### src/design/assert_macros.svh
// assert_macros.svh: assertion macros shared by the text console rtl
// no dependencies; included by the modules that carry assertions
`ifndef ASSERT_MACROS_SVH
`define ASSERT_MACROS_SVH

// invariant checked at every clock outside reset
`define TCW_ASSERT_ALWAYS(label, clk, rst_n, expr, msg) \
    label: assert property (@(posedge clk) disable iff (!rst_n) (expr)) \
        else $error(msg);

// same-cycle implication
`define TCW_ASSERT_IMPLY(label, clk, rst_n, ante, cons, msg) \
    label: assert property (@(posedge clk) disable iff (!rst_n) (ante) |-> (cons)) \
        else $error(msg);

// next-cycle implication
`define TCW_ASSERT_NEXT(label, clk, rst_n, ante, cons, msg) \
    label: assert property (@(posedge clk) disable iff (!rst_n) (ante) |=> (cons)) \
        else $error(msg);

`endif

### src/design/tcw_pkg.sv
// tcw_pkg: types and fixed constants of the text console writer
// no dependencies; imported by every module of the block but tcw_ram
`default_nettype none

package tcw_pkg;

    // fixed field widths of the ports
    localparam int CHAR_W     = 8;
    localparam int ATTR_W     = 8;
    localparam int INDEX_W    = 11;
    localparam int COL_OUT_W  = 7;
    localparam int ROW_OUT_W  = 5;
    localparam int POS_OUT_W  = 11;
    localparam int APB_ADDR_W = 3;
    localparam int APB_DATA_W = 32;

    // character codes and attributes
    localparam logic [CHAR_W-1:0] NULL_CODE       = 8'h00;
    localparam logic [CHAR_W-1:0] LINE_FEED       = 8'h0a;
    localparam logic [CHAR_W-1:0] CARRIAGE_RETURN = 8'h0d;
    localparam logic [CHAR_W-1:0] BLANK_CODE      = 8'h20;
    localparam logic [ATTR_W-1:0] RESET_ATTR      = 8'h07;

    // command codes
    localparam logic CMD_PUT  = 1'b0;
    localparam logic CMD_READ = 1'b1;

    // register index, taken from paddr[2]
    localparam logic REG_TEXT_ATTR = 1'b0;

    typedef enum logic [2:0] {
        ST_CLEAR,
        ST_IDLE,
        ST_EXEC,
        ST_READ,
        ST_COPY,
        ST_BLANK,
        ST_DONE
    } tcw_state_t;

    typedef enum logic [1:0] {
        MEM_NONE,
        MEM_CLEAR,
        MEM_COPY,
        MEM_BLANK
    } tcw_mem_op_t;

    // controller to datapath
    typedef struct packed {
        logic        capture;
        logic        exec_put;
        logic        rd_cell;
        logic        clear_cell;
        logic        load_cell;
        logic        scan_zero;
        logic        scan_inc;
        tcw_mem_op_t mem_op;
        logic        load_out;
    } tcw_cmd_t;

    // datapath to controller
    typedef struct packed {
        logic is_read;
        logic in_range;
        logic scrolls;
        logic scan_last_copy;
        logic scan_last;
    } tcw_status_t;

endpackage

`default_nettype wire

### src/design/tcw_regs.sv
// tcw_regs: apb configuration register (text attribute)
// depends on tcw_pkg
`default_nettype none

module tcw_regs (
    input  wire logic                           clk,
    input  wire logic                           rst_n,
    input  wire logic                           psel,
    input  wire logic                           penable,
    input  wire logic                           pwrite,
    input  wire logic [tcw_pkg::APB_ADDR_W-1:0] paddr,
    input  wire logic [tcw_pkg::APB_DATA_W-1:0] pwdata,
    output logic      [tcw_pkg::APB_DATA_W-1:0] prdata,
    output logic                                pready,
    output logic      [tcw_pkg::ATTR_W-1:0]     text_attribute
);

    import tcw_pkg::*;

    logic              attr_sel;
    logic              attr_wr;
    logic [ATTR_W-1:0] attr_reg;

    // decode
    assign pready   = 1'b1;
    assign attr_sel = (paddr[2] == REG_TEXT_ATTR);
    assign attr_wr  = psel & penable & pwrite & pready & attr_sel;

    // attribute register
    always_ff @(posedge clk or negedge rst_n)
    begin
        if (!rst_n)
        begin
            attr_reg <= RESET_ATTR;
        end
        else if (attr_wr)
        begin
            attr_reg <= pwdata[ATTR_W-1:0];
        end
    end

    // read data, aligned accesses only
    always_comb
    begin
        prdata = '0;
        if (attr_sel && (paddr[1:0] == 2'b00))
        begin
            prdata = {{(APB_DATA_W-ATTR_W){1'b0}}, attr_reg};
        end
    end

    assign text_attribute = attr_reg;

endmodule

`default_nettype wire

### config.mk
export PLATFORM = sky130hd
export DESIGN_NAME = tcw_regs
export DESIGN_NICKNAME = d
export VERILOG_FILES = /design/src/design/assert_macros.svh /design/src/design/tcw_pkg.sv /design/src/design/tcw_regs.sv
export SDC_FILE = /design/constraint.sdc
export NUM_CORES = 1
export LEC_CHECK = 0
export ABC_AREA = 0
export BUFFER_PORTS_ARGS = -buffer_cell sky130_fd_sc_hd__buf_2
export CORE_MARGIN = 2
export CORE_UTILIZATION = 30
export DETAILED_ROUTE_END_ITERATION = 10
export HOLD_SLACK_MARGIN = 0.03
export MAX_ROUTING_LAYER = met4
export PLACE_DENSITY = 0.81
export SLEW_MARGIN = 25
export SYNTH_ARGS = -nofsm -noshare
export SYNTH_HDL_FRONTEND = slang
export SYNTH_SLANG_ARGS = --single-unit
### constraint.sdc
create_clock -name clk -period 2.1 [get_ports clk]
set_input_delay 0.105 -clock clk [delete_from_list [all_inputs] [get_ports clk]]
set_output_delay 0.105 -clock clk [all_outputs]
set_load 0.1 [all_outputs]
---- Word-level counts from Yosys, hierarchy flattened ----
Cells that the tools add are included.
word-level totals
  bits in latches ......................... 0
  flip-flop bits (word level) ............. 8
  logic and storage cells ................. 8
  output and inout bits ................... 41
  memories kept ........................... 0
  bits in read-only memories .............. 0
  RAM bits ................................ 0
  bits of input ports ..................... 40
operators by class
  shifts and indexed selects .............. 0
  multiplexer cells ....................... 1
  divide/modulo/power cells ............... 0
  bitwise logic cells ..................... 4
  reductions and logical operators ........ 2
  multiply operators ...................... 0
  eq/ne operators ......................... 0
  $lt $le $gt $ge ......................... 0
  $add $sub $neg .......................... 0
operators by type and width
  cell               count
  2-to-1 mux 8 bit   1
  AND 1 bit          3
  zero test 2 bit    1
  logical AND 1 bit  1
  NOT 1 bit          1

---- Depth between registers and ports, before layout ----
Gate-level depths: netlist of the first run.
  depth after elaboration ................. 3
  gate-level depth with buffers ........... 2
  depth with buffers taken out ............ 2

---- Worst setup path before layout of the first run ----
Ideal clock, no wire load.
  path kind ............................... register -> output
  start point ............................. reg attr_reg[3] (netlist: text_attribute[3])
  end point ............................... out prdata[3] (netlist bit)
  buffers on the path ..................... 0
  arrival ................................. 1.534 ns
  setup slack ............................. 0.461 ns
  required time ........................... 1.995 ns
  cell stages (with the launch flop) ...... 2
  cell sequence ........................... dfrtp_1 and2_2
between the ends
  longest elaborated chain between the ends .. 1
RTL lines
  element                   RTL line        RTL
  start: declaration        tcw_regs.sv:22  logic [ATTR_W-1:0] attr_reg;
  start signal: assignment  tcw_regs.sv:38  attr_reg <= pwdata[ATTR_W-1:0];
  2-to-1 mux 8 bit          tcw_regs.sv:46  if (attr_sel && (paddr[1:0] == 2'b00))
  end: declaration          tcw_regs.sv:13  output logic [tcw_pkg::APB_DATA_W-1:0] prdata,
No other way between the ends.

---- Worst setup path after layout of the first run ----
  start point ............................. reg attr_reg[2] (netlist: text_attribute[2])
  end point ............................... out prdata[2] (netlist bit)
Same word-level chain as after synthesis.

==> impl_metrics.tcl, run 1 <==
set metrics [dict create \
    dp_hpwl_um 791 \
    synthToLayoutAreaGrowth_pct 22.3 \
    synth_common_cells "25 x buf_4, 8 x and2_2, 8 x mux2_2" \
    drc 0 \
    synth_area_leaders "buf_4 32%, dfrtp_1 22%, mux2_2 16%" \
    drv_cap 0 \
    setup_tns_ps 0 \
    hold_path_class "input port to register" \
    worst-path-stages 2 \
    critical_path_required_ps 2000 \
    cts-root-buf "clkbuf_4" \
    avgSynthCellArea_um2 10.9 \
    vias 399 \
    rsz0062_at_grt "no" \
    clock_latency_ps 240 \
    drt_iter0_drc 3 \
    start_util_pct 32.8 \
    p_per_area_mw_per_mm2 1350 \
    diodes 0 \
    cts_tree "built" \
    dieWidth_um 47.9 \
    ys_types 8 \
    fillers 181 \
    synth_edf_count 0 \
    slowest_stage "dfstp_2" \
    grt_max_degree 9 \
    cp-start-kind "register" \
    wl_um 957 \
    io_pins 81 \
    drive_gt1_share_pct 62.5 \
    post_cts_buffers 0 \
    fin_nets 129 \
    crit_type "register to output pin" \
    multiInputGateArea_um2 273 \
    synth.largest_area_cell "buf_4" \
    worstRegToRegCells 1 \
    crit_family "flip-flops" \
    io_buffer_count 31 \
    gp_congestion 0.647 \
    ys_seq_area_share_pct 35.3 \
    grt_util_all_layers_pct 9.60 \
    cts_max_level 1 \
    finalCoreUtilization_pct 40.1 \
    worst_hold_path.num_cells 2 \
    die_area_mm2 0.00229 \
    clkTransAtPathRegs_ps 60 \
    path_buf_inv 1 \
    worstPathCellList "and2_2, buf_2" \
    rows 15 \
    crit_arrival_ps 1320 \
    finalSetupViolations 0 \
    synthArstFlopShare_pct 100 \
    clockBufferDepth 2 \
    grt_pass1_wl_um 1410 \
    synth.most_common_cell "buf_4" \
    grt_pass1_vias 336 \
    detail-route-antenna-nets 0 \
    largest_reg_flops 8 \
    cts_hold_buf 1 \
    dieHeight_um 47.9 \
    worst-path-max-fanout 3 \
    final-seq-area_um2 204 \
    post_cts_resized 0 \
    syn_area_um2 578 \
    slowest_delay_ps 530 \
    drtPass1Iterations 2 \
    max_freq_mhz 704 \
    via_per_inst 3.53 \
    worst_clock_skew_ps 0 \
    antenna_found_initial 0 \
    synth-warning-count 0 \
    cellLeakagePower_nw 0.414 \
    overflow 0 \
    endpoint_kind "output pin" \
    synth_top_area_share_pct 32.5 \
    drv_slew 0 \
    fin_crit_sh_pct 67.6 \
    syn_inst 53 \
    status "finished clean" \
    finalCriticalPeriod_ps 1420 \
    synth_ff_type "dfrtp_1" \
    hold_viol 0 \
    wl_per_cell_um 8.47 \
    core_mm2 0.00176 \
    cts_inserted_buffers 3 \
    peakVddDrop_mv 0.734 \
    ys_seq_elements 8 \
    cts_sinks 8 \
]
-- report_power, final --
part	internal (mW)	switching [mW]
Combinational	0.0708	0.537
Clock	0.0726	0.0515
Sequential	0.198	0.0212
-- logic make-up (layout without fill, tap and decap cells) --
group | count (synthesis) | count (layout) | share of synthesized area (%)
and+or+nand+nor | 10 | 10 | 15.4
DFF | 8 | 8 | 35.3
buffers and inverters | 25 | 37 | 32.5
muxes | 8 | 8 | 15.6
other | 2 | 25 | 1.30
-- final cells by class --
class | instances | area share [%]
Multi-Input combinational cell | 43 | 38.6
Sequential cell | 8 | 28.8
Timing Repair Buffer | 33 | 24.4
Tap cell | 25 | 4.42
Clock buffer | 4 | 3.72
-- through the flow --
stage          setup slack, ps  power (mW)  cells  hold WS (ps)  instance area [um2]
2_1_floorplan              461       0.798     76          -191                  664
3_3_place_gp               901       0.824    108         -49.9                  671
3_5_place_dp               896       0.829    108         -44.0                  671
4_1_cts                    666       0.960    113          72.7                  707
5_1_grt                    628       0.990    113          74.8                  707
6_report                   679       0.951    113          82.1                  707
-- placed cells by master (no fill, tap or decap) --
cell type      count
buf_2             31
conb_1            25
and2_2             8
mux2_2             8
dfrtp_1            5
clkbuf_4           3
dfstp_2            3
nor3_1             1
nand4b_4           1
clkbuf_1           1
dlygate4sd3_1      1
buf_4              1
-- per-layer routing --
metal / vias up / track usage (%) / wire, um
li1: 187 / - / -
met1: 182 / 8.94 / 323
met2: 30 / 17.1 / 547
met3: 0 / 2.26 / 86
met4: 0 / 6.49 / 0
met5: - / - / 0
-- path summary, 6_finish.rpt --
kind                                endpoint         startpoint  slack (ps)
max in group asynchronous  text_attribute[2]              rst_n        1630
min in group asynchronous  text_attribute[6]              rst_n         220
max                                prdata[2]  text_attribute[2]         680
max reg2reg                text_attribute[6]  text_attribute[6]        1330
min                        text_attribute[3]          pwdata[3]          80
min reg2reg                text_attribute[3]  text_attribute[3]         520
Power figures use the tool's default switching activity.
==> run 2, diff against run 1 <==
Settings changed: CORE_UTILIZATION 30 to 27, PLACE_DENSITY 0.81 to 0.77.
Clock period 2.1 ns to 1.3 ns, I/O delays scaled along.
==> impl_metrics.tcl, run 2 (synthesis gave the netlist of run 1 again) <==
set metrics [dict create \
    rsz0062_at_grt "yes" \
    internal_power_mw 0.702 \
    die_area_mm2 0.00253 \
    swShare_pct 59.3 \
    drive_gt1_share_pct 66.7 \
    fin_nets 134 \
    cellLeakagePower_nw 0.476 \
    io_pins 81 \
    endpoint_kind "output pin" \
    crit_arrival_ps 1210 \
    cts_tree "built" \
    drt_iter0_drc 1 \
    final_cells 120 \
    timing.final.ws_setup_ps 22.3 \
    finalSetupViolations 0 \
    grt_pass1_vias 441 \
    total_power_mw 1.73 \
    wl_per_cell_um 9.44 \
    start_util_pct 29.2 \
    gp_congestion 0.593 \
    cts_sinks 8 \
    dieHeight_um 50.3 \
    cp-start-kind "register" \
    slowest_stage "dfstp_4" \
    final_cell_area_um2 946 \
    dp_slack_ps 302 \
    diodes 0 \
    detail-route-antenna-nets 0 \
    drv_slew 0 \
    drv_cap 0 \
    critical_path_required_ps 1240 \
    crit_type "register to output pin" \
    dieWidth_um 50.3 \
    vias 431 \
    clock_latency_ps 270 \
    drc 0 \
    drtPass1Iterations 2 \
    layout_commonest_cell "conb_1" \
    antenna_found_initial 0 \
    hold_viol 0 \
    hold_path_class "input port to register" \
    wl_um 1130 \
    synthToLayoutAreaGrowth_pct 63.6 \
    grt_pass1_wl_um 1810 \
    pwr-share-comb_pct 65.8 \
    worstPathCellList "and2_4, buf_12" \
    clkTransAtPathRegs_ps 60 \
    worst-path-max-fanout 3 \
    io_buffer_count 31 \
    max_freq_mhz 783 \
    finalCoreUtilization_pct 47.7 \
    switchingPower_mw 1.02 \
    overflow 0 \
    final_cell_mix "25 x conb_1, 20 x buf_2, 11 x buf_12, 8 x mux2_2, 7 x and2_4" \
    cts_max_level 1 \
    grt_max_degree 9 \
    grt_util_all_layers_pct 10.2 \
    placed_cell_area_um2 865 \
    dp_cells 110 \
    dp_hpwl_um 923 \
    core_mm2 0.00198 \
    p_per_area_mw_per_mm2 1830 \
    post_cts_resized 0 \
    cts-root-buf "clkbuf_4" \
    cts_inserted_buffers 3 \
    rows 16 \
    sequentialPowerShare_pct 22.1 \
    finalCriticalPeriod_ps 1280 \
    via_per_inst 3.59 \
    slowest_delay_ps 630 \
    power_frac_clock_pct 12.1 \
    hold_slack_ps 39.9 \
    status "finished clean" \
    largest_reg_flops 8 \
    clockBufferDepth 2 \
    fin_crit_sh_pct 98.3 \
    setup_tns_ps 0 \
    worst_clock_skew_ps 0 \
    peakVddDrop_mv 1.17 \
]
[run 2: cell types whose count changed in the layout (fill, tap and decap cells not counted), moves of 5 or more]
cell     change
dfrtp_2      +5
dfrtp_1      -5
buf_12      +11
and2_4       +7
buf_2       -11
and2_2       -7
[run 2: worst max-delay path, delay by kind of cell (launching register included)]
kind | cells | cell delay (ps)
buffers and inverters | 1 | 160
flip-flops | 1 | 630
AND/OR/NAND/NOR | 1 | 150
[run 2: cell type report]
type	instances	area, um2
clock buffer	4	26.3
sequential	8	221
tap	27	33.8
multi-input combinational	43	282
timing repair buffer	38	383
fill	170	1040
[run 2: layer usage]
metal  part of all wire, %  track usage, %  vias up
met5                     0               -        -
met4                   3.2            8.33        0
met3                    12            4.17        3
met2                    57            19.3       35
met1                    28            7.05      195
li1                      -               -      198
[run 2: path summary, 6_finish.rpt]
| check | cells after the start | from | slack [ps] | end |
|---|---|---|---|---|
| setup reg to reg | 1 | text_attribute[0] | 470 | text_attribute[0] |
| setup / recovery | 2 | text_attribute[0] | 20 | prdata[0] |
| hold / removal | 2 | pwdata[1] | 40 | text_attribute[1] |
| min in group asynchronous | 2 | rst_n | 170 | text_attribute[5] |
| hold reg to reg | 1 | text_attribute[3] | 520 | text_attribute[3] |
| max in group asynchronous | 2 | rst_n | 900 | text_attribute[2] |
[run 2: power by group through the flow]
stage | clock network [mW] | logic [mW] | registers (mW)
4_1_cts | 0.217 | 1.11 | 0.391
5_1_grt | 0.224 | 1.16 | 0.393
6_report | 0.209 | 1.14 | 0.382
3_5_place_dp | 0 | 1.10 | 0.395
3_3_place_gp | 0 | 1.09 | 0.390
2_1_floorplan | 0 | 0.528 | 0.795
[run 2: timing repair]
action / in CTS / in global routing
endpoints found under the setup margin: 0 / 3
endpoints found under the hold margin: 11 / 0
hold buffers: 4 / 0
buffers inserted: 0 / 2
