## config.mk

```make
export PLATFORM = sky130hd
export DESIGN_NAME = tcw_ctrl
export DESIGN_NICKNAME = d
export VERILOG_FILES = /design/src/design/tcw_pkg.sv /design/src/design/tcw_ctrl.sv
export VERILOG_INCLUDE_DIRS = /design/src /design/src/design
export SDC_FILE = /design/constraint.sdc
export NUM_CORES = 1
export LEC_CHECK = 0
export ABC_AREA = 1
export BUFFER_PORTS_ARGS = -buffer_cell sky130_fd_sc_hd__buf_2
export CORE_AREA = 2 2 39 41
export CTS_BUF_LIST = sky130_fd_sc_hd__clkbuf_4 sky130_fd_sc_hd__clkbuf_8
export CTS_CLUSTER_DIAMETER = 40
export DETAILED_ROUTE_END_ITERATION = 10
export DIE_AREA = 0 0 41 43
export REMOVE_ABC_BUFFERS = 1
export SLEW_MARGIN = 20
export SYNTH_ARGS = -nofsm -noshare
export SYNTH_HDL_FRONTEND = slang
export SYNTH_SLANG_ARGS = --single-unit
```

## constraint.sdc

```tcl
create_clock -name clk -period 1.4 [get_ports clk]
set_clock_uncertainty 0.2 [all_clocks]
set_input_delay 0.21 -clock clk [delete_from_list [all_inputs] [get_ports clk]]
set_output_delay 0.21 -clock clk [all_outputs]
set_load 0.005 [all_outputs]
```

## src/design/assert_macros.svh

```systemverilog
// assert_macros.svh: assertion macros shared by the text console rtl
// no dependencies; included by the modules that carry assertions
`ifndef ASSERT_MACROS_SVH
`define ASSERT_MACROS_SVH

// invariant checked at every clock outside reset
`define TCW_ASSERT_ALWAYS(label, clk, rst_n, expr, msg) \
    label: assert property (@(posedge clk) disable iff (!rst_n) (expr)) \
        else $error(msg);

// same-cycle implication
`define TCW_ASSERT_IMPLY(label, clk, rst_n, ante, cons, msg) \
    label: assert property (@(posedge clk) disable iff (!rst_n) (ante) |-> (cons)) \
        else $error(msg);

// next-cycle implication
`define TCW_ASSERT_NEXT(label, clk, rst_n, ante, cons, msg) \
    label: assert property (@(posedge clk) disable iff (!rst_n) (ante) |=> (cons)) \
        else $error(msg);

`endif

```

## src/design/tcw_pkg.sv

```systemverilog
// tcw_pkg: types and fixed constants of the text console writer
// no dependencies; imported by every module of the block but tcw_ram
`default_nettype none

package tcw_pkg;

    // fixed field widths of the ports
    localparam int CHAR_W     = 8;
    localparam int ATTR_W     = 8;
    localparam int INDEX_W    = 11;
    localparam int COL_OUT_W  = 7;
    localparam int ROW_OUT_W  = 5;
    localparam int POS_OUT_W  = 11;
    localparam int APB_ADDR_W = 3;
    localparam int APB_DATA_W = 32;

    // character codes and attributes
    localparam logic [CHAR_W-1:0] NULL_CODE       = 8'h00;
    localparam logic [CHAR_W-1:0] LINE_FEED       = 8'h0a;
    localparam logic [CHAR_W-1:0] CARRIAGE_RETURN = 8'h0d;
    localparam logic [CHAR_W-1:0] BLANK_CODE      = 8'h20;
    localparam logic [ATTR_W-1:0] RESET_ATTR      = 8'h07;

    // command codes
    localparam logic CMD_PUT  = 1'b0;
    localparam logic CMD_READ = 1'b1;

    // register index, taken from paddr[2]
    localparam logic REG_TEXT_ATTR = 1'b0;

    typedef enum logic [2:0] {
        ST_CLEAR,
        ST_IDLE,
        ST_EXEC,
        ST_READ,
        ST_COPY,
        ST_BLANK,
        ST_DONE
    } tcw_state_t;

    typedef enum logic [1:0] {
        MEM_NONE,
        MEM_CLEAR,
        MEM_COPY,
        MEM_BLANK
    } tcw_mem_op_t;

    // controller to datapath
    typedef struct packed {
        logic        capture;
        logic        exec_put;
        logic        rd_cell;
        logic        clear_cell;
        logic        load_cell;
        logic        scan_zero;
        logic        scan_inc;
        tcw_mem_op_t mem_op;
        logic        load_out;
    } tcw_cmd_t;

    // datapath to controller
    typedef struct packed {
        logic is_read;
        logic in_range;
        logic scrolls;
        logic scan_last_copy;
        logic scan_last;
    } tcw_status_t;

endpackage

`default_nettype wire

```

## src/design/tcw_ctrl.sv

```systemverilog
// tcw_ctrl: controller state machine of the text console writer
// depends on tcw_pkg and assert_macros.svh
`default_nettype none
`include "assert_macros.svh"

module tcw_ctrl (
    input  wire logic                 clk,
    input  wire logic                 rst_n,
    input  wire logic                 in_valid,
    output logic                      in_ready,
    output logic                      out_valid,
    input  wire logic                 out_ready,
    input  wire tcw_pkg::tcw_status_t status,
    output tcw_pkg::tcw_cmd_t         cmd
);

    import tcw_pkg::*;

    tcw_state_t state_reg;
    tcw_state_t state_next;
    logic       out_valid_reg;

    // state register
    always_ff @(posedge clk or negedge rst_n)
    begin
        if (!rst_n)
        begin
            state_reg <= ST_CLEAR;
        end
        else
        begin
            state_reg <= state_next;
        end
    end

    // next state
    always_comb
    begin
        state_next = state_reg;
        case (state_reg)
            ST_CLEAR:
            begin
                if (status.scan_last)
                begin
                    state_next = ST_IDLE;
                end
            end
            ST_IDLE:
            begin
                if (in_valid)
                begin
                    state_next = ST_EXEC;
                end
            end
            ST_EXEC:
            begin
                if (status.is_read)
                begin
                    state_next = status.in_range ? ST_READ : ST_DONE;
                end
                else
                begin
                    state_next = status.scrolls ? ST_COPY : ST_DONE;
                end
            end
            ST_READ:
            begin
                state_next = ST_DONE;
            end
            ST_COPY:
            begin
                if (status.scan_last_copy)
                begin
                    state_next = ST_BLANK;
                end
            end
            ST_BLANK:
            begin
                if (status.scan_last)
                begin
                    state_next = ST_DONE;
                end
            end
            ST_DONE:
            begin
                if (!out_valid_reg || out_ready)
                begin
                    state_next = ST_IDLE;
                end
            end
            default:
            begin
                state_next = ST_IDLE;
            end
        endcase
    end

    // datapath commands
    always_comb
    begin
        cmd        = '0;
        cmd.mem_op = MEM_NONE;
        in_ready   = 1'b0;
        case (state_reg)
            ST_CLEAR:
            begin
                cmd.mem_op   = MEM_CLEAR;
                cmd.scan_inc = !status.scan_last;
            end
            ST_IDLE:
            begin
                in_ready      = 1'b1;
                cmd.scan_zero = 1'b1;
                cmd.capture   = in_valid;
            end
            ST_EXEC:
            begin
                cmd.clear_cell = 1'b1;
                if (status.is_read)
                begin
                    cmd.rd_cell = status.in_range;
                end
                else
                begin
                    cmd.exec_put = 1'b1;
                end
            end
            ST_READ:
            begin
                cmd.load_cell = 1'b1;
            end
            ST_COPY:
            begin
                cmd.mem_op   = MEM_COPY;
                cmd.scan_inc = !status.scan_last_copy;
            end
            ST_BLANK:
            begin
                cmd.mem_op   = MEM_BLANK;
                cmd.scan_inc = !status.scan_last;
            end
            ST_DONE:
            begin
                cmd.load_out = !out_valid_reg || out_ready;
            end
            default:
            begin
                cmd.mem_op = MEM_NONE;
            end
        endcase
    end

    // result valid flag of the output register
    always_ff @(posedge clk or negedge rst_n)
    begin
        if (!rst_n)
        begin
            out_valid_reg <= 1'b0;
        end
        else if (cmd.load_out)
        begin
            out_valid_reg <= 1'b1;
        end
        else if (out_ready)
        begin
            out_valid_reg <= 1'b0;
        end
    end

    assign out_valid = out_valid_reg;

    // checks
    `TCW_ASSERT_IMPLY(a_no_overwrite, clk, rst_n, cmd.load_out, !out_valid_reg || out_ready, "result overwritten before taken")
    `TCW_ASSERT_NEXT(a_clear_once, clk, rst_n, state_reg != ST_CLEAR, state_reg != ST_CLEAR, "clearing pass restarted")
    `TCW_ASSERT_IMPLY(a_copy_entry, clk, rst_n, $rose(state_reg == ST_COPY), $past(state_reg) == ST_EXEC, "scroll started outside a put")

endmodule

`default_nettype wire

```

Yosys cells after proc, flatten, opt, wreduce, memory -nomap -nowiden
Cells that the tools add are included.

word-level totals
  flip-flop bits (word level) = 4
  input bits = 9
  output and inout bits = 12
  word-level logic and storage cells = 41

operators by class
  equal/unequal tests = 11
  multiplexer cells = 20
  reductions and logical operators = 8

operators by type and width
  kind                                                              count
  3-bit two-way mux                                                 8
  3-bit one-hot mux with 7 select lines                             1
  2-bit inequality test (second input constant)                     5
  3-bit == test (second input constant)                             3
  1-bit two-way mux                                                 8
  3-bit by 2-bit == test with 1-bit output (second input constant)  2
  2-bit one-hot mux with 3 select lines                             1
  5-bit AND reduction                                               1
  3-bit by 1-bit == test with 1-bit output (second input constant)  1
  1-bit logical NOT                                                 3
  3-bit logical NOT                                                 1
  2-bit two-way mux                                                 1
  1-bit one-hot mux with 2 select lines                             1
  2-bit nonzero test                                                1
  2-bit OR reduction                                                1
  1-bit logical OR                                                  1

Depth between registers and ports, before layout
Gate-level depths: netlist (run 1).

  depth after elaboration = 4
  depth in mapped cells = 7
  mapped depth without buffers = 7

Least setup slack after synthesis (run 1)
OpenSTA, ideal clock, no wires.

  path kind = reg2reg
  from = register state_reg[0]
  to = register state_reg[2]
  library setup time = 121 ps
  arrival = 974 ps
  data required time = 1,079 ps
  slack = 105 ps
  cell stages (with the launch flop) = 8
  buffers on the path = 1
  period minus slack after synthesis = 1,295 ps
  cells stage by stage = dfrtp_1 -> buf_6 -> nor2_2 -> nand3_1 -> nand3_4 -> nor2_4 -> nand2_1 -> nand2_1

between the ends
  word-level cells in the longest chain between the ends = 3
  elaborated cells between the ends (all ways) = 14
  classes of those cells = 11 x eq/ne; 1 x mux; 2 x reduce/logical

ends and longest elaborated chain
  item                                         RTL line        text
  start, declared                              tcw_ctrl.sv:19  tcw_state_t state_reg;
  start signal, assigned                       tcw_ctrl.sv:32  state_reg <= state_next;
  3-bit == test, or another cell as far along  tcw_ctrl.sv:40  case (state_reg)
  2-bit inequality test (no line)              n/a
  5-bit AND reduction (no line)                n/a

Parallel ways exist; a longest one is shown, timed or not.
A chain may end at the register's enable or synchronous reset.

==> results of run 1 <==
placed cells by master, fill, tap and decap left out, drive strengths merged:
master / Yosys / final
buf: 2 / 31
nand2: 17 / 17
nor2: 11 / 11
inv: 10 / 10
nand3: 4 / 4
dfrtp: 4 / 4
clkbuf: 0 / 3
o21ai: 3 / 3
nand4: 2 / 2
o21bai: 2 / 2
dlygate4sd3: 0 / 2
nor3: 2 / 2
worst max-delay path: stages (launching register included):
cell	delay [ns]
dfrtp_2	0.44
buf_4	0.17
nand4_1	0.11
nand3_4	0.09
buf_2	0.13
metal layers:
layer	GRT usage	up-vias	wire [um]
met5	0	-	0
met4	0.0800	0	0
met3	0.0157	0	53
met2	0.216	11	603
met1	0.153	214	428
li1	-	243	-
timing repair:
| action | 4_1_cts | 5_1_grt |
|---|---|---|
| setup buffers | 3 | 4 |
| hold endpoints to repair | 5 | 0 |
| pin swaps | 8 | 5 |
| hold buffers | 2 | 0 |
| gates resized for setup | 17 | 5 |
| setup endpoints to repair | 11 | 14 |
cell families after synthesis:
logic type             count (synthesis)  synth area share
AOI/OAI and AO/OA                      5            0.0797
and+or+nand+nor                       36             0.505
buffers and inverters                 12             0.150
DFF                                    4             0.266
cell usage after synthesis:
cell | count | area share
dfrtp_1 | 4 | 0.27
buf_6 | 1 | 0.030
inv_1 | 8 | 0.080
nor2_1 | 8 | 0.080
nand3_2 | 2 | 0.053
nor2_2 | 1 | 0.017
nand3_4 | 1 | 0.047
nor2_4 | 2 | 0.060
nand4_1 | 2 | 0.033
o21bai_1 | 2 | 0.040
o21ai_0 | 3 | 0.040
nand3_1 | 1 | 0.013
nand2_2 | 1 | 0.017
nand2_1 | 16 | 0.16
inv_2 | 2 | 0.020
nor3_1 | 2 | 0.027
buf_4 | 1 | 0.020
layout make-up:
class                   count  area (sq um)
fillers                   148           713
multi-input cells          41           268
repair buffers             33           218
flip-flops and latches      4           103
inverters                  10          40.0
clock buffers               3          22.5
well taps                  16          20.0
power groups by stage:
stage                     Sequential [mW]  Combinational (mW)  Clock, mW
after global placement              0.225               0.758          0
after detailed placement            0.227               0.757          0
after floorplan                     0.253               0.435          0
final                               0.249                1.07      0.139
after CTS                           0.252               0.943      0.146
after global routing                0.259                1.19      0.150
worst paths after layout:
check	start	cells past startpoint	endpoint
worst max-delay path	state_reg[0]	4	cmd[3]
worst min-delay path	rst_n	2	out_valid
worst max register to register	state_reg[0]	6	state_reg[2]
worst min register to register	out_valid	2	out_valid
max in group asynchronous	rst_n	2	state_reg[0]
min in group clk	status[2]	6	state_reg[1]
==> results_dict.tcl, run 1 <==
set metrics [dict create \
    drv_slew 0 \
    largest_reg_flops 3 \
    dieArea_sq_mm 0.00176 \
    pwr-share-clk 0.095 \
    cts_made_buffers 3 \
    slew_headroom 0.891 \
    grt_max_degree 7 \
    dp_slack_ns 0.0147 \
    fin_cells 107 \
    io_buffers 20 \
    total_power_mw 1.46 \
    synth-seq-cells 4 \
    worst_slew_pin_slew_ns 0.162 \
    gp_congestion 0.803 \
    fin_nets 102 \
    vdd.ir_drop.worst_mv 1.07 \
    worst-r2r-setup-slack_ns -0.11 \
    dpl.hpwl_um 692 \
    avgRoutedWirePerCell_um 10.1 \
    fin_util 0.485 \
    start_util 0.272 \
    powerDensity_mw_per_mm2 2180 \
    drc 0 \
    pwr-share-seq 0.170 \
    ant_nets 0 \
    clock_sinks 4 \
    fmax_mhz 633 \
    cts_root_buf "clkbuf_4" \
    htree_levels 1 \
    fin_area_sq_um 671 \
    start_kind "flop" \
    critPathKind "reg -> out" \
    synthCells 57 \
    p_comb_frac 0.734 \
    status "complete, but fails checks" \
    grt_pass1_vias 440 \
    grt_overflow 0 \
    grt.total_usage 0.132 \
    hold_violations 0 \
    p_int_mw 0.799 \
    switchingPower_mw 0.663 \
    dieWidth_um 41 \
    vias 468 \
    endpoint_kind "primary output" \
    required_ns 0.99 \
    clock_latency_ns 0.23 \
    path_clk_slew_ns 0.04 \
    switching_share 0.454 \
    setup_violations 14 \
    antenna_found_initial 0 \
    core_area_sq_mm 0.00138 \
    pin_count 21 \
    dp.cells 95 \
    die_h_um 43 \
    routed_via_density 4.37 \
    p_leak_nw 0.389 \
    rsz0062_at_grt "yes" \
    rows 14 \
    cts_max_path_buffers 2 \
    synth_seq_area_share 0.266 \
    drt_iter0_drc 7 \
    post-route-min-period_ns 1.58 \
    yosysWarnings 0 \
    hp-class "in -> async" \
    drive_gt1_frac 0.593 \
    syn2layout_area_growth_pct 78.1 \
    tns_ns -1.43 \
    cp.arrival_ns 1.17 \
    finalWirelength_mm 1.09 \
    placed_area_sq_um 508 \
    timing.hold.ws_ns 0.109 \
    worst_slack_ns -0.179 \
    yosys.cell_types.count 17 \
    crit_fanout 4 \
    mappedNetlistArea_sq_um 377 \
    maxCapViolations 0 \
    dr.pass1.iters 4 \
    synth.avg_cell_area_sq_um 6.61 \
    grt_pass1_wl_mm 1.59 \
    tritoncts "yes" \
    fin_crit_sh 1.13 \
    diodes 0 \
    violations "negative setup slack" \
]
Power figures use the tool's default switching activity.
==> run 2, diff against run 1 <==
ABC_AREA = default   (was 1)
==> run 2 against run 1 <==
Synthesized cell count fell by 28%. Via count shrank 9.4%. Clock power up 6%. Count of clock-buffer cells in the layout unchanged. Combinational power is 12% higher. Largest cell class unchanged. Non-clock buffer count up 6. The flow still finishes with violations (negative setup slack). Maximum frequency is 4.3% lower. Cell area grew 3.4%. Global-route usage is 0.32 points higher. Synthesized area decreased by 3.3%. Core utilization is 1.6 points higher. Wire length fell by 11%.
==> results_dict.tcl, run 2 <==
set metrics [dict create \
    status "complete, but fails checks" \
    violations "negative setup slack" \
    grt_pass1_vias 373 \
    drv_slew 0 \
    fin_nets 90 \
    synthMuxAreaShare 0.0687 \
    crit_chain "nor3b_4 > buf_4 > and2_4 > buf_6" \
    slew_headroom 0.884 \
    die_h_um 43 \
    placed_area_sq_um 513 \
    core_area_sq_mm 0.00138 \
    cts_max_path_buffers 2 \
    tritoncts "yes" \
    cts_made_buffers 3 \
    routed_via_density 4.46 \
    vias 424 \
    synthCells 41 \
    yosysMostFrequentCell "nor2_1" \
    worst-r2r-setup-slack_ns -0.24 \
    synth-seq-cells 4 \
    worst_slew_pin_slew_ns 0.170 \
    dp_slack_ns -0.236 \
    final_common_cell "buf_2" \
    grt_overflow 0 \
    fmax_mhz 606 \
    htree_levels 1 \
    start_kind "flop" \
    avgRoutedWirePerCell_um 10.2 \
    synthArstFlopShare 1.00 \
    ant_nets 0 \
    critPathKind "reg -> out" \
    clock_latency_ns 0.24 \
    path_clk_slew_ns 0.04 \
    clock_sinks 4 \
    fin_crit_sh 1.18 \
    mappedNetlistArea_sq_um 364 \
    post-route-min-period_ns 1.65 \
    synthTopCellsByArea "dfrtp_1 (27%), nand2b_1 (6.9%), nor2_1 (5.2%)" \
    dieArea_sq_mm 0.00176 \
    worst_slack_ns -0.251 \
    synth_edf_count 0 \
    critPathTopFamily "flip-flops" \
    p_leak_nw 0.361 \
    synth_fa_ha_area_frac 0 \
    required_ns 0.99 \
    ys_top_cells_by_count "nor2_1 (5), dfrtp_1 (4), nand2b_1 (4)" \
    grt_pass1_wl_mm 1.50 \
    endpoint_kind "primary output" \
    synth_compound_area_frac 0.165 \
    vdd.ir_drop.worst_mv 1.01 \
    grt.total_usage 0.135 \
    synth.avg_cell_area_sq_um 8.88 \
    hp-class "in -> reg" \
    rsz0062_at_grt "yes" \
    yosys.area_share.simple 0.371 \
    drt_iter0_drc 6 \
    io_buffers 20 \
    yosys.cell_types.count 25 \
    crit_slowest_cell "dfrtp_2" \
    powerDensity_mw_per_mm2 2360 \
    fin_area_sq_um 693 \
    pin_count 21 \
    final_cell_mix "buf_2 (19), buf_4 (13), buf_6 (6), nor2_1 (4)" \
    crit_fanout 5 \
    drive_gt1_frac 0.722 \
    grt_max_degree 7 \
    synth_top_family_by_area "simple AND/OR/NAND/NOR gates" \
    synth_seq_area_share 0.275 \
    fin_util 0.501 \
    setup_violations 14 \
    antenna_found_initial 0 \
    hold_violations 0 \
    ys.flop_type "dfrtp_1" \
    maxCapViolations 0 \
    slowest_delay_ns 0.45 \
    dpl.hpwl_um 634 \
    gp_congestion 0.734 \
    dieWidth_um 41 \
    largest_reg_flops 3 \
    rows 14 \
    cts_root_buf "clkbuf_4" \
    start_util 0.263 \
    yosys.area.top_type "dfrtp_1" \
    syn2layout_area_growth_pct 90.4 \
    yosysWarnings 0 \
    cp.arrival_ns 1.24 \
    drc 0 \
    finalWirelength_um 966 \
    yosysTopAreaCellShare 0.275 \
    synthXorXnorAreaFrac 0.0241 \
    path_buf_inv 2 \
    dr.pass1.iters 4 \
    diodes 0 \
]
## run 2: cell count changes in the layout (fill, tap and decap cells not counted), moves of 3 or more
cell | previous run | this run
buf_4 | 7 | 13
inv_1 | 6 | 0
nand2_1 | 13 | 1
nand2_4 | 3 | 0
nand2b_1 | 0 | 3
nand3_2 | 3 | 0
nor2_4 | 4 | 0
## run 2: cells by family after synthesis
logic type      after synthesis
simple gates                 21
mux                           2
flops                         4
buf+inv                       5
xor+xnor                      1
compound gates                8
## run 2: worst reg2reg max path, stage by stage (launching register included)
cell,delay [ns]
dfrtp_2,0.45
nor3b_4,0.20
buf_4,0.14
inv_2,0.03
o221ai_4,0.19
mux2_4,0.31
## run 2: final timing paths
kind	startpoint	endpoint	cells past startpoint
setup / recovery	state_reg[2]	cmd[9]	4
hold / removal	out_ready	out_valid	3
setup reg to reg	state_reg[2]	state_reg[0]	5
hold reg to reg	out_valid	out_valid	2
max in group asynchronous	rst_n	state_reg[1]	2
min in group asynchronous	rst_n	state_reg[2]	2
## run 2: cell type report
cell class,count,area [sq um]
Fill cell,148,691
Multi-Input combinational cell,32,273
Timing Repair Buffer,39,270
Sequential cell,4,104
Clock buffer,3,22.5
Tap cell,16,20.0
Inverter,1,3.75
## run 2: metal layers
layer | wire [um] | track usage | vias up
met3 | 59 | 0.0314 | 4
met1 | 369 | 0.147 | 187
met2 | 500 | 0.194 | 19
met5 | 0 | 0 | -
li1 | - | - | 214
met4 | 36 | 0.140 | 0
## run 2: timing repair
item	4_1_cts	5_1_grt
endpoints found under the setup margin	13	14
pin swaps	6	1
resized for setup	16	3
hold buffers	1	0
buffers inserted	10	1
endpoints found under the hold margin	4	0
## run 2: metrics by stage
step           std cells  hold slack [ns]  setup TNS (ns)  power (mW)
2_1_floorplan         37           -0.286          -0.363       0.708
3_3_place_gp          81           -0.184          -0.304        1.07
3_5_place_dp          81           -0.185          -0.477        1.08
4_1_cts               94           0.0681           -2.33        1.57
5_1_grt               95            0.113           -3.05        1.78
6_report              95           0.0710           -2.29        1.64
## run 2: power by group
group	switching (mW)	internal, mW	total (mW)
logic	0.442	0.758	1.20
registers	0.101	0.187	0.288
clock network	0.0509	0.0961	0.147
total	0.594	1.04	1.64
==> run 3, diff against run 2 <==
CELL_PAD_IN_SITES_DETAIL_PLACEMENT = 1   (was default)
CELL_PAD_IN_SITES_GLOBAL_PLACEMENT = 1   (was default)
PLACE_DENSITY_LB_ADDON = 0.1   (was default)
==> run 3 against run 2 <==
The flow still finishes with violations (negative setup slack). Via count grew 11%. Sequential cell count is the same. Sequential power is 2% lower. Non-clock buffer count increased by 2. Global-route usage is 2.4 points higher. First-iteration DRC count unchanged. Sequential share of layout area fell by 1.2 points. Register-to-register slack got worse by 0.04 ns. Total power grew 12%. Highest routed layer is now met3.
==> results_dict.tcl, run 3 (synthesis results as in run 2) <==
set metrics [dict create \
    status "complete, but fails checks" \
    violations "negative setup slack" \
    setup_violations 14 \
    worst_slew_pin_slew_ns 0.208 \
    dieArea_sq_mm 0.00176 \
    fin_nets 92 \
    fin_crit_sh 1.22 \
    cts_root_buf "clkbuf_4" \
    clock_sinks 4 \
    p_leak_nw 0.379 \
    vdd.ir_drop.worst_mv 1.06 \
    maxCapViolations 0 \
    slew_headroom 0.859 \
    drc 0 \
    grt.total_usage 0.159 \
    grt_pass1_vias 433 \
    rows 14 \
    avgRoutedWirePerCell_um 13.6 \
    drv_slew 0 \
    multi_input_area_sq_um 263 \
    routed_via_density 4.85 \
    seq_area_sq_um 103 \
    grt_max_degree 8 \
    fillCellCount 169 \
    start_util 0.263 \
    cts_made_buffers 3 \
    path_clk_slew_ns 0.04 \
    r2r-start "state_reg[0]" \
    powerDensity_mw_per_mm2 2460 \
    grt_pass1_wl_mm 1.79 \
    syn2layout_area_growth_pct 104 \
    drive_gt1_frac 0.728 \
    fin_cells 97 \
    final_cell_mix "buf_2 (16), buf_6 (16), buf_4 (8)" \
    cts_max_path_buffers 2 \
    ant_nets 0 \
    clock_latency_ns 0.24 \
    antenna_found_initial 0 \
    post-route-min-period_ns 1.70 \
    worst_slack_ns -0.303 \
    vias 470 \
    largest_reg_flops 3 \
    drt_iter0_drc 6 \
    htree_levels 1 \
    tritoncts "yes" \
    die_h_um 43 \
    dr.pass1.iters 4 \
    diodes 0 \
    critPathKind "reg -> out" \
    start_kind "flop" \
    hp-class "in -> reg" \
    core_area_sq_mm 0.00138 \
    dp.cells 80 \
    grt_overflow 0 \
    hp-start "out_ready" \
    io_buffers 20 \
    required_ns 0.99 \
    crit_fanout 6 \
    pin_count 21 \
    dieWidth_um 41 \
    finalWirelength_mm 1.32 \
    fmax_mhz 587 \
    endpoint_kind "primary output" \
    tns_ns -2.88 \
    hold_violations 0 \
    cp.arrival_ns 1.29 \
    crit_start "state_reg[0]" \
    gp_congestion 0.694 \
    dpl.hpwl_um 739 \
    rsz0062_at_grt "yes" \
]
[run 3: cell types whose count changed in the layout (fill, tap and decap cells not counted), sizes merged]
cell | previous run | this run
buf | 38 | 40
[run 3: power by group]
| group | switching [mW] | internal [mW] | total [mW] |
|---|---|---|---|
| Clock | 0.0525 | 0.0963 | 0.149 |
| Sequential | 0.0980 | 0.184 | 0.282 |
| Combinational | 0.508 | 0.888 | 1.40 |
| Total | 0.658 | 1.17 | 1.83 |
[run 3: final timing paths]
kind | to | slack, ns | depth (start not counted)
min in group asynchronous | state_reg[0] | 0.11 | 2
setup reg to reg | state_reg[0] | -0.28 | 5
max in group asynchronous | state_reg[2] | 0.76 | 2
hold / removal | out_valid | 0.07 | 3
setup / recovery | cmd[3] | -0.30 | 4
hold reg to reg | out_valid | 0.35 | 2
[run 3: worst max-delay path: stages, from the launching register on]
cell     delay (ns)
dfrtp_2        0.43
mux2i_2        0.28
a21oi_2        0.10
nor2_1         0.12
buf_2          0.13
[run 3: cell type report]
| type | count | share of cell area |
|---|---|---|
| flip-flops and latches | 4 | 0.138 |
| well taps | 16 | 0.0270 |
| inverters | 1 | 0.00506 |
| repair buffers | 41 | 0.445 |
| multi-input cells | 32 | 0.354 |
| clock buffers | 3 | 0.0304 |
[run 3: timing repair]
| action | 4_1_cts | 5_1_grt |
|---|---|---|
| setup buffers | 8 | 5 |
| pin swaps | 6 | 4 |
| gates cloned | 0 | 0 |
| hold buffers | 1 | 0 |
| setup endpoints to repair | 14 | 14 |
| hold endpoints to repair | 4 | 0 |
| gates resized for setup | 12 | 15 |
[run 3: per-stage QoR]
step	util	total power [mW]	setup WS, ns	hold slack, ns	area, sq um
floorplan	-	0.708	-0.290	-0.286	333
global placement	0.365	1.08	-0.177	-0.181	505
detailed placement	0.365	1.08	-0.214	-0.182	505
CTS	0.467	1.53	-0.263	0.0772	647
global route	0.536	1.96	-0.370	0.0915	742
finish	0.536	1.83	-0.303	0.0689	742
[run 3: routing by layer]
metal  wire length, um  track usage  up-vias
met5                 0            0        -
met3                52       0.0471        0
met1               510        0.175      238
met4                 0        0.100        0
met2               754        0.250       14
li1                  -            -      218
